**config.mk**
```make
export PLATFORM = sky130hd
export DESIGN_NAME = gregorian_date_calculator_top_flat
export DESIGN_NICKNAME = d
export VERILOG_FILES = /design/src/gdc_pkg.sv /design/src/gdc_if.sv /design/src/gdc_core.sv /design/src/gregorian_date_calculator_top.sv /design/src/flat_wrapper.sv
export SDC_FILE = /design/constraint.sdc
export NUM_CORES = 1
export LEC_CHECK = 0
export ABC_AREA = 1
export BUFFER_PORTS_ARGS = -buffer_cell sky130_fd_sc_hd__clkbuf_2
export CORE_MARGIN = 2
export CORE_UTILIZATION = 60
export DETAILED_ROUTE_END_ITERATION = 16
export HOLD_SLACK_MARGIN = 0.06
export PLACE_DENSITY = 0.87
export SLEW_MARGIN = 5
export SYNTH_ARGS = -nofsm -noshare
export SYNTH_HDL_FRONTEND = slang
export SYNTH_HIERARCHICAL = 1
export SYNTH_SLANG_ARGS = --single-unit
```
**constraint.sdc**
```tcl
create_clock -name clk -period 11 [get_ports clk]
set_input_delay 2.2 -clock clk [delete_from_list [all_inputs] [get_ports clk]]
set_output_delay 2.2 -clock clk [all_outputs]
set_load 0.005 [all_outputs]
```
**src/gdc_pkg.sv**
```systemverilog
// Shared types, codes, constants and calendar tables for the date calculator.
// Used by the channel interfaces, the sequencer core and the top level.
package gdc_pkg;

  localparam int YEAR_W  = 14;
  localparam int MONTH_W = 4;
  localparam int DAY_W   = 5;
  localparam int FUNC_W  = 2;
  localparam int CODE_W  = 2;
  localparam int OFF_W   = 23;
  localparam int ACC_W   = 24;
  localparam int QY_W    = 8;

  localparam logic [FUNC_W-1:0] FUNC_LOAD    = 2'd0;
  localparam logic [FUNC_W-1:0] FUNC_ADD     = 2'd1;
  localparam logic [FUNC_W-1:0] FUNC_COMPARE = 2'd2;

  localparam logic [CODE_W-1:0] STAT_OK      = 2'd0;
  localparam logic [CODE_W-1:0] STAT_INVALID = 2'd1;
  localparam logic [CODE_W-1:0] STAT_RANGE   = 2'd2;

  localparam logic [CODE_W-1:0] ORD_EQUAL    = 2'd0;
  localparam logic [CODE_W-1:0] ORD_LATER    = 2'd1;
  localparam logic [CODE_W-1:0] ORD_EARLIER  = 2'd2;

  localparam logic [YEAR_W-1:0]  MAX_YEAR  = 14'd9999;
  localparam logic [MONTH_W-1:0] NUM_MONTHS = 4'd12;
  // day number of 9999-12-31 counted from 0001-01-01
  localparam logic [ACC_W-1:0]   LAST_DAY  = 24'd3652058;

  // year / 100 as (year * RECIP) >> RECIP_SHIFT, exact for 14-bit years
  localparam logic [12:0] RECIP       = 13'd5243;
  localparam int          RECIP_SHIFT = 19;
  localparam logic [6:0]  HUNDRED     = 7'd100;
  localparam logic [8:0]  YEAR_DAYS   = 9'd365;

  // 400-, 100-, 4- and 1-year blocks of the day number split
  localparam logic [17:0] DIV_BLOCK [4] = '{18'd146097, 18'd36524, 18'd1461, 18'd365};
  localparam logic [8:0]  DIV_YEARS [4] = '{9'd400, 9'd100, 9'd4, 9'd1};
  localparam logic [2:0]  DIV_TOP   [4] = '{3'd4, 3'd1, 3'd4, 3'd1};

  typedef struct packed {
    logic [FUNC_W-1:0]       func;
    logic [YEAR_W-1:0]       year;
    logic [MONTH_W-1:0]      month;
    logic [DAY_W-1:0]        day;
    logic signed [OFF_W-1:0] offset;
  } item_t;

  typedef struct packed {
    logic [YEAR_W-1:0]       year;
    logic [MONTH_W-1:0]      month;
    logic [DAY_W-1:0]        day;
    logic [CODE_W-1:0]       status;
    logic [CODE_W-1:0]       order;
    logic signed [OFF_W-1:0] difference;
  } result_t;

  function automatic logic [DAY_W-1:0] month_len(input logic [MONTH_W-1:0] m,
                                                 input logic leap);
    logic [DAY_W-1:0] len;
    if (m inside {4'd4, 4'd6, 4'd9, 4'd11}) begin
      len = 5'd30;
    end else if (m == 4'd2) begin
      len = leap ? 5'd29 : 5'd28;
    end else begin
      len = 5'd31;
    end
    return len;
  endfunction

  function automatic logic [8:0] days_before_month(input logic [MONTH_W-1:0] m,
                                                   input logic leap);
    logic [8:0] n;
    case (m)
      4'd2:    n = 9'd31;
      4'd3:    n = 9'd59;
      4'd4:    n = 9'd90;
      4'd5:    n = 9'd120;
      4'd6:    n = 9'd151;
      4'd7:    n = 9'd181;
      4'd8:    n = 9'd212;
      4'd9:    n = 9'd243;
      4'd10:   n = 9'd273;
      4'd11:   n = 9'd304;
      4'd12:   n = 9'd334;
      default: n = 9'd0;
    endcase
    if (leap && m > 4'd2) begin
      n = n + 9'd1;
    end
    return n;
  endfunction

endpackage

```
**src/gdc_if.sv**
```systemverilog
// Valid/ready channel interfaces for request and response words.
// Field widths come from gdc_pkg.
interface gdc_req_if;
  logic                               valid;
  logic                               ready;
  logic [gdc_pkg::FUNC_W-1:0]         func;
  logic [gdc_pkg::YEAR_W-1:0]         in_year;
  logic [gdc_pkg::MONTH_W-1:0]        in_month;
  logic [gdc_pkg::DAY_W-1:0]          in_day;
  logic signed [gdc_pkg::OFF_W-1:0]   offset;

  modport source(output valid, func, in_year, in_month, in_day, offset, input ready);
  modport sink(input valid, func, in_year, in_month, in_day, offset, output ready);
endinterface

interface gdc_rsp_if;
  logic                               valid;
  logic                               ready;
  logic [gdc_pkg::YEAR_W-1:0]         out_year;
  logic [gdc_pkg::MONTH_W-1:0]        out_month;
  logic [gdc_pkg::DAY_W-1:0]          out_day;
  logic [gdc_pkg::CODE_W-1:0]         status;
  logic [gdc_pkg::CODE_W-1:0]         order;
  logic signed [gdc_pkg::OFF_W-1:0]   difference;

  modport source(output valid, out_year, out_month, out_day, status, order, difference,
                 input ready);
  modport sink(input valid, out_year, out_month, out_day, status, order, difference,
               output ready);
endinterface

```
**src/gdc_core.sv**
```systemverilog
// Sequencer and shared accumulator for date check, day numbers and day-number split.
// Holds the stored date. Depends on gdc_pkg.
module gdc_core (
  input  logic            clk,
  input  logic            rst,
  input  logic            start,
  input  gdc_pkg::item_t  item,
  input  logic            res_free,
  output logic            idle,
  output logic            done,
  output gdc_pkg::result_t res
);

  typedef enum logic [3:0] {
    S_IDLE, S_YQ, S_YL, S_ACC, S_OFF, S_RNG, S_DIV, S_MON, S_FIN
  } state_t;

  state_t state;

  logic [gdc_pkg::FUNC_W-1:0]        func_r;
  logic [gdc_pkg::YEAR_W-1:0]        gy;
  logic [gdc_pkg::MONTH_W-1:0]       gm;
  logic [gdc_pkg::DAY_W-1:0]         gd;
  logic signed [gdc_pkg::OFF_W-1:0]  off_r;
  logic                              wcur;
  logic                              neg;
  logic signed [gdc_pkg::ACC_W-1:0]  acc;
  logic [gdc_pkg::QY_W-1:0]          qy;
  logic [gdc_pkg::QY_W-1:0]          qp;
  logic                              leap;
  logic [2:0]                        k;
  logic [1:0]                        phase;
  logic [gdc_pkg::YEAR_W-1:0]        yr;
  logic [1:0]                        q100;
  logic [4:0]                        q4;
  logic [1:0]                        q1;
  logic [gdc_pkg::MONTH_W-1:0]       mm;
  logic [gdc_pkg::CODE_W-1:0]        status_r;
  logic [gdc_pkg::YEAR_W-1:0]        cur_y;
  logic [gdc_pkg::MONTH_W-1:0]       cur_m;
  logic [gdc_pkg::DAY_W-1:0]         cur_d;

  logic [gdc_pkg::YEAR_W-1:0]        y_sel;
  logic [gdc_pkg::MONTH_W-1:0]       m_sel;
  logic [gdc_pkg::DAY_W-1:0]         d_sel;
  logic [26:0]                       prod;
  logic [gdc_pkg::QY_W-1:0]          qy_next;
  logic [14:0]                       hund;
  logic                              ry0;
  logic                              leap_c;
  logic [gdc_pkg::YEAR_W-1:0]        p;
  logic [gdc_pkg::ACC_W-1:0]         tmag;
  logic                              neg_term;
  logic [21:0]                       dconst;
  logic [gdc_pkg::YEAR_W-1:0]        ystep;
  logic                              leap_res;
  logic signed [gdc_pkg::ACC_W-1:0]  op;
  logic signed [gdc_pkg::ACC_W-1:0]  sum;
  logic                              bad_md;
  logic [gdc_pkg::CODE_W-1:0]        chk;
  logic                              compare_ok;

  assign y_sel = wcur ? cur_y : gy;
  assign m_sel = wcur ? cur_m : gm;
  assign d_sel = wcur ? cur_d : gd;

  assign prod    = 27'(y_sel) * 27'(gdc_pkg::RECIP);
  assign qy_next = prod[gdc_pkg::RECIP_SHIFT +: gdc_pkg::QY_W];
  assign hund    = 15'(qy) * 15'(gdc_pkg::HUNDRED);
  assign ry0     = (hund == {1'b0, y_sel});
  assign leap_c  = (y_sel[1:0] == 2'd0) && (!ry0 || qy[1:0] == 2'd0);
  assign p       = y_sel - 14'd1;

  always_comb begin
    case (k)
      3'd0:    tmag = 24'(p) * 24'(gdc_pkg::YEAR_DAYS);
      3'd1:    tmag = 24'(p[13:2]);
      3'd2:    tmag = 24'(qp);
      3'd3:    tmag = 24'(qp[7:2]);
      3'd4:    tmag = 24'(gdc_pkg::days_before_month(m_sel, leap)) + 24'(d_sel) - 24'd1;
      default: tmag = '0;
    endcase
  end

  assign neg_term = neg ^ (k == 3'd2);
  assign dconst   = {4'b0, gdc_pkg::DIV_BLOCK[phase]} << k;
  assign ystep    = 14'(gdc_pkg::DIV_YEARS[phase]) << k;
  assign leap_res = (q1 == 2'd3) && (q4 != 5'd24 || q100 == 2'd3);

  always_comb begin
    case (state)
      S_ACC:   op = neg_term ? -$signed(tmag) : $signed(tmag);
      S_OFF:   op = gdc_pkg::ACC_W'(off_r);
      S_DIV:   op = -$signed({2'b0, dconst});
      S_MON:   op = -$signed(24'(gdc_pkg::month_len(mm, leap_res)));
      default: op = '0;
    endcase
  end

  assign sum = acc + op;

  assign bad_md = (gm == 4'd0) || (gm > gdc_pkg::NUM_MONTHS) || (gd == 5'd0) ||
                  (gd > gdc_pkg::month_len(gm, leap_c));
  assign chk = bad_md ? gdc_pkg::STAT_INVALID :
               ((gy == 14'd0) || (gy > gdc_pkg::MAX_YEAR)) ? gdc_pkg::STAT_RANGE :
               gdc_pkg::STAT_OK;

  always_ff @(posedge clk) begin
    if (rst) begin
      state <= S_IDLE;
      cur_y <= 14'd1;
      cur_m <= 4'd1;
      cur_d <= 5'd1;
    end else begin
      case (state)
        S_IDLE: begin
          if (start) begin
            func_r   <= item.func;
            gy       <= item.year;
            gm       <= item.month;
            gd       <= item.day;
            off_r    <= item.offset;
            acc      <= '0;
            status_r <= gdc_pkg::STAT_OK;
            wcur     <= (item.func == gdc_pkg::FUNC_ADD);
            if (item.func == gdc_pkg::FUNC_LOAD || item.func == gdc_pkg::FUNC_ADD ||
                item.func == gdc_pkg::FUNC_COMPARE) begin
              state <= S_YQ;
            end else begin
              state <= S_FIN;
            end
          end
        end
        S_YQ: begin
          qy    <= qy_next;
          state <= S_YL;
        end
        S_YL: begin
          leap <= leap_c;
          qp   <= qy - gdc_pkg::QY_W'(ry0);
          k    <= 3'd0;
          if (wcur) begin
            neg   <= 1'b0;
            state <= S_ACC;
          end else begin
            status_r <= chk;
            neg      <= 1'b1;
            if (func_r == gdc_pkg::FUNC_LOAD) begin
              if (chk == gdc_pkg::STAT_OK) begin
                cur_y <= gy;
                cur_m <= gm;
                cur_d <= gd;
              end
              state <= S_FIN;
            end else if (chk == gdc_pkg::STAT_OK) begin
              state <= S_ACC;
            end else begin
              state <= S_FIN;
            end
          end
        end
        S_ACC: begin
          acc <= sum;
          k   <= k + 3'd1;
          if (k == 3'd4) begin
            if (!wcur) begin
              wcur  <= 1'b1;
              state <= S_YQ;
            end else if (func_r == gdc_pkg::FUNC_ADD) begin
              state <= S_OFF;
            end else begin
              state <= S_FIN;
            end
          end
        end
        S_OFF: begin
          acc   <= sum;
          state <= S_RNG;
        end
        S_RNG: begin
          yr    <= '0;
          q100  <= '0;
          q4    <= '0;
          q1    <= '0;
          phase <= 2'd0;
          k     <= gdc_pkg::DIV_TOP[0];
          if (acc[gdc_pkg::ACC_W-1] || $unsigned(acc) > gdc_pkg::LAST_DAY) begin
            status_r <= gdc_pkg::STAT_RANGE;
            state    <= S_FIN;
          end else begin
            state <= S_DIV;
          end
        end
        S_DIV: begin
          if (!sum[gdc_pkg::ACC_W-1]) begin
            acc <= sum;
            yr  <= yr + ystep;
          end
          case (phase)
            2'd1:    q100 <= {q100[0], !sum[gdc_pkg::ACC_W-1]};
            2'd2:    q4   <= {q4[3:0], !sum[gdc_pkg::ACC_W-1]};
            2'd3:    q1   <= {q1[0], !sum[gdc_pkg::ACC_W-1]};
            default: ;
          endcase
          if (k == 3'd0) begin
            if (phase == 2'd3) begin
              mm    <= 4'd1;
              state <= S_MON;
            end else begin
              phase <= phase + 2'd1;
              k     <= gdc_pkg::DIV_TOP[phase + 2'd1];
            end
          end else begin
            k <= k - 3'd1;
          end
        end
        S_MON: begin
          if (mm < gdc_pkg::NUM_MONTHS && !sum[gdc_pkg::ACC_W-1]) begin
            acc <= sum;
            mm  <= mm + 4'd1;
          end else begin
            cur_y <= yr + 14'd1;
            cur_m <= mm;
            cur_d <= acc[gdc_pkg::DAY_W-1:0] + 5'd1;
            state <= S_FIN;
          end
        end
        S_FIN: begin
          if (res_free) begin
            state <= S_IDLE;
          end
        end
        default: state <= S_IDLE;
      endcase
    end
  end

  assign idle = (state == S_IDLE);
  assign done = (state == S_FIN) && res_free;

  assign compare_ok = (func_r == gdc_pkg::FUNC_COMPARE) && (status_r == gdc_pkg::STAT_OK);

  always_comb begin
    res.year   = cur_y;
    res.month  = cur_m;
    res.day    = cur_d;
    res.status = status_r;
    if (!compare_ok) begin
      res.order      = gdc_pkg::ORD_EQUAL;
      res.difference = '0;
    end else begin
      res.difference = acc[gdc_pkg::OFF_W-1:0];
      if (acc[gdc_pkg::ACC_W-1]) begin
        res.order = gdc_pkg::ORD_EARLIER;
      end else if (acc != '0) begin
        res.order = gdc_pkg::ORD_LATER;
      end else begin
        res.order = gdc_pkg::ORD_EQUAL;
      end
    end
  end

  a_cur_month: assert property (@(posedge clk) disable iff (rst)
    cur_m >= 4'd1 && cur_m <= gdc_pkg::NUM_MONTHS)
    else $error("stored month out of range");

  a_cur_year: assert property (@(posedge clk) disable iff (rst)
    cur_y >= 14'd1 && cur_y <= gdc_pkg::MAX_YEAR)
    else $error("stored year out of range");

  a_month_walk: assert property (@(posedge clk) disable iff (rst)
    state == S_MON |-> mm <= gdc_pkg::NUM_MONTHS && !acc[gdc_pkg::ACC_W-1])
    else $error("month walk left its bounds");

  a_start_busy: assert property (@(posedge clk) disable iff (rst)
    start && idle |=> !idle)
    else $error("accepted word did not start a run");

endmodule

```
**src/gregorian_date_calculator_top.sv**
```systemverilog
// Top level of the Gregorian date calculator: request and response channels,
// response register, and the sequencer core. Depends on gdc_pkg, gdc_if, gdc_core.
//
// Usage:
//   req carries one word per operation: func selects load (check and store a
//   date), add (move the stored date by a signed day offset) or compare
//   (order and signed day difference of the stored date against the given one).
//   rsp returns exactly one word per request with the stored date after the
//   operation, a status code, and for compare the order and difference.
// Timing:
//   One request is in work at a time; req.ready is high only while the core
//   is idle, and rises again in the same cycle as the response word appears.
//   An add whose moved date leaves the year range ends before the split; an
//   unused func goes straight to its response. The day-number sums, the 14-step
//   split of a day number into years and the month walk of up to 12 steps all
//   use one 24-bit accumulator.
// Reset:
//   rst is synchronous; the stored date becomes 0001-01-01 and rsp is empty.
// Stall:
//   rsp is registered. A new request is taken while a response waits; the core
//   then holds its finished result until rsp.ready frees the register.
module gregorian_date_calculator_top (
  input logic        clk,
  input logic        rst,
  gdc_req_if.sink    req,
  gdc_rsp_if.source  rsp
);

  gdc_pkg::item_t   item;
  gdc_pkg::result_t res;
  logic             idle;
  logic             done;
  logic             res_free;
  logic             start;

  assign item.func   = req.func;
  assign item.year   = req.in_year;
  assign item.month  = req.in_month;
  assign item.day    = req.in_day;
  assign item.offset = req.offset;

  assign req.ready = idle;
  assign start     = req.valid && idle;
  assign res_free  = !rsp.valid || rsp.ready;

  gdc_core u_core (
    .clk      (clk),
    .rst      (rst),
    .start    (start),
    .item     (item),
    .res_free (res_free),
    .idle     (idle),
    .done     (done),
    .res      (res)
  );

  always_ff @(posedge clk) begin
    if (rst) begin
      rsp.valid <= 1'b0;
    end else begin
      if (done) begin
        rsp.valid      <= 1'b1;
        rsp.out_year   <= res.year;
        rsp.out_month  <= res.month;
        rsp.out_day    <= res.day;
        rsp.status     <= res.status;
        rsp.order      <= res.order;
        rsp.difference <= res.difference;
      end else if (rsp.ready) begin
        rsp.valid <= 1'b0;
      end
    end
  end

endmodule

```
**src/flat_wrapper.sv**
```systemverilog
// flat-port wrapper written by rule: the top's interface ports become plain ports
module gregorian_date_calculator_top_flat 
  (clk, rst, req_valid, req_func, req_in_year, req_in_month, req_in_day, req_offset, req_ready, rsp_valid, rsp_out_year, rsp_out_month, rsp_out_day, rsp_status, rsp_order, rsp_difference, rsp_ready);
  gdc_req_if req_i ();
  gdc_rsp_if rsp_i ();
  input logic clk;
  input logic rst;
  input wire logic [$bits(req_i.valid)-1:0] req_valid;
  input wire logic [$bits(req_i.func)-1:0] req_func;
  input wire logic [$bits(req_i.in_year)-1:0] req_in_year;
  input wire logic [$bits(req_i.in_month)-1:0] req_in_month;
  input wire logic [$bits(req_i.in_day)-1:0] req_in_day;
  input wire logic [$bits(req_i.offset)-1:0] req_offset;
  output wire logic [$bits(req_i.ready)-1:0] req_ready;
  output wire logic [$bits(rsp_i.valid)-1:0] rsp_valid;
  output wire logic [$bits(rsp_i.out_year)-1:0] rsp_out_year;
  output wire logic [$bits(rsp_i.out_month)-1:0] rsp_out_month;
  output wire logic [$bits(rsp_i.out_day)-1:0] rsp_out_day;
  output wire logic [$bits(rsp_i.status)-1:0] rsp_status;
  output wire logic [$bits(rsp_i.order)-1:0] rsp_order;
  output wire logic [$bits(rsp_i.difference)-1:0] rsp_difference;
  input wire logic [$bits(rsp_i.ready)-1:0] rsp_ready;
  assign req_i.valid = req_valid;
  assign req_i.func = req_func;
  assign req_i.in_year = req_in_year;
  assign req_i.in_month = req_in_month;
  assign req_i.in_day = req_in_day;
  assign req_i.offset = req_offset;
  assign req_ready = req_i.ready;
  assign rsp_valid = rsp_i.valid;
  assign rsp_out_year = rsp_i.out_year;
  assign rsp_out_month = rsp_i.out_month;
  assign rsp_out_day = rsp_i.out_day;
  assign rsp_status = rsp_i.status;
  assign rsp_order = rsp_i.order;
  assign rsp_difference = rsp_i.difference;
  assign rsp_i.ready = rsp_ready;
  gregorian_date_calculator_top u_core (.clk(clk), .rst(rst), .req(req_i), .rsp(rsp_i));
endmodule
```
==> reports/results.ini <==
[outcome]
status=completed

[clocking]
numCtsBuffers=22
cts_tree=yes
clockRootBuffer=clkbuf_16
cts.clk_slew.worst_paths_ps=70
cts_hold_buf=0
cts.sinks=203
cts_setup_buffers=0
cts_resized=0
htree_num_levels=1
clockBufferDepth=3
clk_latency_ps=540

[die]
io_pins=104
die_w_um=191
fp.dieArea_um2=36600
core_um2=34500
die_y_um=191
row_count=68
initial_utilization_pct=61.0

[detailed_routing]
wl_per_cell_um=17.7
drt_iter0_drc=1884
routed_wl_um=56200
drt-pass1-iter-count=6
dr_total_vias=18500
ant_nets=0
viasPerCell=5.84
drc=0

[synthesis]
post_synth.cell_area_avg_um2=8.04
syn-instance-count=2620
synth_cell_types=64
async_reset_ff_share_pct=0
synthFlopType=edfxtp_1
syn_nets=3069
ys_seq_area_share_pct=27.6
synth_enable_flop_cells=175
synthesis.area_um2=21100
ys_warn_count=6
synth_seq_cells=203

[sta]
setup_viol=0
maxSlewViolCount=0
final_hold_viol_count=0
period_needed_ps=10110
finalSetupTns_ps=0
finClkSkew_ps=23.2
slew_headroom_pct=21.9
rsz0062_at_grt=no
maxClockFrequency_mhz=98.9
period_share_pct=91.9
worstMarginPinSlew_ps=1160

[critical_path]
worstReg2RegEnd=u_core/u_core/cur_y[6]
critical_path.startpoint_type=flip-flop
cpMostUsedCell=nand2_1
cp_data_required_time_ps=11480
critPathBufInv=7
path_class=flip-flop to flip-flop
cpMaxStageDelayCell=o311ai_0
crit_fanout=38
crit_family=simple AND/OR/NAND/NOR gates
crit_arrival_ps=10580
end_kind=flip-flop
r2r_start=u_core/u_core/wcur
max_stage_delay_ps=620
regToRegSetupSlack_ps=890
ff2ff_path_depth=48

[cells_and_area]
multi_input_area_um2=13100
register_area_um2=5820
final_nets=3155
nFillCells=2784
final_layout_size_suffix_gt1_share_pct=8.49
syn_to_final_growth_pct=8.45
diodes=0
layout.cells.non_filler=3176

[placed_design]
place_inst=3137
io_buffers=103
dp_hpwl_um=44500
gp_congestion=1.02

[global_route]
grt_overflow=0
grt_pass1_wl_um=90400
grt_pass1_vias=18000
grt_max_degree=51
grt_use_total_pct=31.0
antenna_found_initial=2

[worst_hold_path]
hold_end=u_core/rsp.out_year[5]
min-delay-start=u_core/u_core/cur_y[5]
hold_path.class=flip-flop to flip-flop
min_path_cells=0

[job]
drv_cap=0

## flip-flops by register name (all words and copies together), names as in the netlist, 8 cells and up
register               flops
u_core/rsp.difference     23
u_core/u_core/cur_y       14
u_core/u_core/off_r       23
u_core/u_core/qy           8
u_core/u_core/acc         24
u_core/u_core/qp           8
u_core/rsp.out_year       14
u_core/u_core/yr          14
u_core/u_core/gy          14
## kinds of logic after synthesis
family                     share of synthesized area [%]
AOI/OAI and AO/OA                                   12.2
adders and majority gates                           27.2
muxes                                              0.238
and+or+nand+nor                                     19.3
buffers and inverters                               10.1
xor gates and xnor gates                            3.32
DFF                                                 27.6
## worst register-to-register path: cells and delay by family, from the launching register on
kind	cells	cell delay (ps)
and+or+nand+nor	25	2960
DFF	1	440
adders and majority gates	7	2730
AOI/OAI and AO/OA	7	2290
xor gates and xnor gates	2	380
buffers and inverters	7	1280
## metrics by stage
step	hold slack [ps]	util, %	cell area (um^2)	worst slack (ps)
floorplan	408	-	21100	1720
global placement	464	63.8	22000	1440
global route	492	66.1	22800	249
finish	479	66.1	22800	893
detailed placement	453	63.8	22000	1150
CTS	477	66.1	22800	1090
## area by class of cell
type                    instances  area share (%)
well taps                     455            2.49
flip-flops and latches        203            25.5
multi-input cells            1867            57.5
inverters                     488            8.03
clock inverters                14            1.12
clock buffers                  25            2.46
repair buffers                124            2.95
## routing by layer
metal	global-route usage (%)	routed length, um	vias to the layer above
li1	-	-	8806
met1	41.7	23300	8680
met2	50.6	25700	906
met3	4.75	5000	144
met4	11.5	2170	2
met5	0	13	-
## cell usage in the layout, fill, tap and decap left out, types with 7 or more instances in the layout
cell / n
o21bai_1: 13
clkbuf_16: 22
nor2_1: 212
o21ai_1: 9
nand2_1: 443
fa_1: 101
xor2_1: 54
o2111ai_1: 14
buf_4: 21
inv_1: 476
a31oi_1: 17
nand4_1: 26
o21ai_2: 9
nor4_1: 11
nand2_2: 11
o211ai_1: 8
dfxtp_1: 28
nor3_1: 37
edfxtp_1: 175
nand3_1: 141
a21oi_1: 155
a21oi_2: 10
xnor2_1: 24
or2_2: 10
inv_2: 8
nand3b_1: 13
and2_1: 7
ha_1: 296
o21ai_0: 172
clkbuf_2: 103
## worst max path at each step
stage	start	endpoint	cells past startpoint
global placement	u_core/u_core/wcur	u_core/u_core/cur_y[6]	49
global route	u_core/u_core/wcur	u_core/u_core/cur_m[0]	48
CTS	u_core/u_core/wcur	u_core/u_core/cur_y[6]	48
floorplan	u_core/u_core/wcur	u_core/u_core/acc[0]	48
finish	u_core/u_core/wcur	u_core/u_core/cur_y[6]	48
detailed placement	u_core/u_core/wcur	u_core/u_core/cur_y[6]	48
## Yosys cell counts (3+ instances only)
cell | instances | area share (%)
clkinv_1 | 3 | 0.053
o22ai_1 | 3 | 0.089
nand4_1 | 26 | 0.77
a221oi_1 | 5 | 0.21
nor2_1 | 215 | 3.8
a21o_1 | 4 | 0.14
o211ai_1 | 8 | 0.29
xnor2_1 | 24 | 1.0
ha_1 | 296 | 18
edfxtp_1 | 175 | 25
nor4_1 | 12 | 0.36
o311ai_0 | 3 | 0.12
buf_1 | 9 | 0.16
and2_1 | 7 | 0.21
o21bai_1 | 13 | 0.46
o2111ai_1 | 14 | 0.58
dfxtp_1 | 28 | 2.7
a21oi_1 | 155 | 3.7
inv_1 | 477 | 8.5
o21ai_0 | 172 | 4.1
buf_6 | 8 | 0.43
nand2_1 | 443 | 7.9
a21oi_2 | 10 | 0.42
o21ai_1 | 9 | 0.21
o21ai_2 | 9 | 0.37
inv_2 | 7 | 0.12
o21a_1 | 5 | 0.18
nor3_1 | 38 | 0.90
a31oi_1 | 17 | 0.50
nand3_2 | 6 | 0.29
xor2_1 | 54 | 2.2
or2_2 | 10 | 0.30
a211oi_1 | 4 | 0.14
nand3_1 | 141 | 3.3
buf_2 | 5 | 0.12
nand3b_1 | 13 | 0.46
fa_1 | 101 | 9.6
nand2_2 | 11 | 0.33
mux2i_1 | 5 | 0.24
o221ai_1 | 3 | 0.12
clkbuf_1 | 40 | 0.71
Power is not shown: default switching activity piles up to over one toggle a cycle in this logic, so the estimate is an artifact.
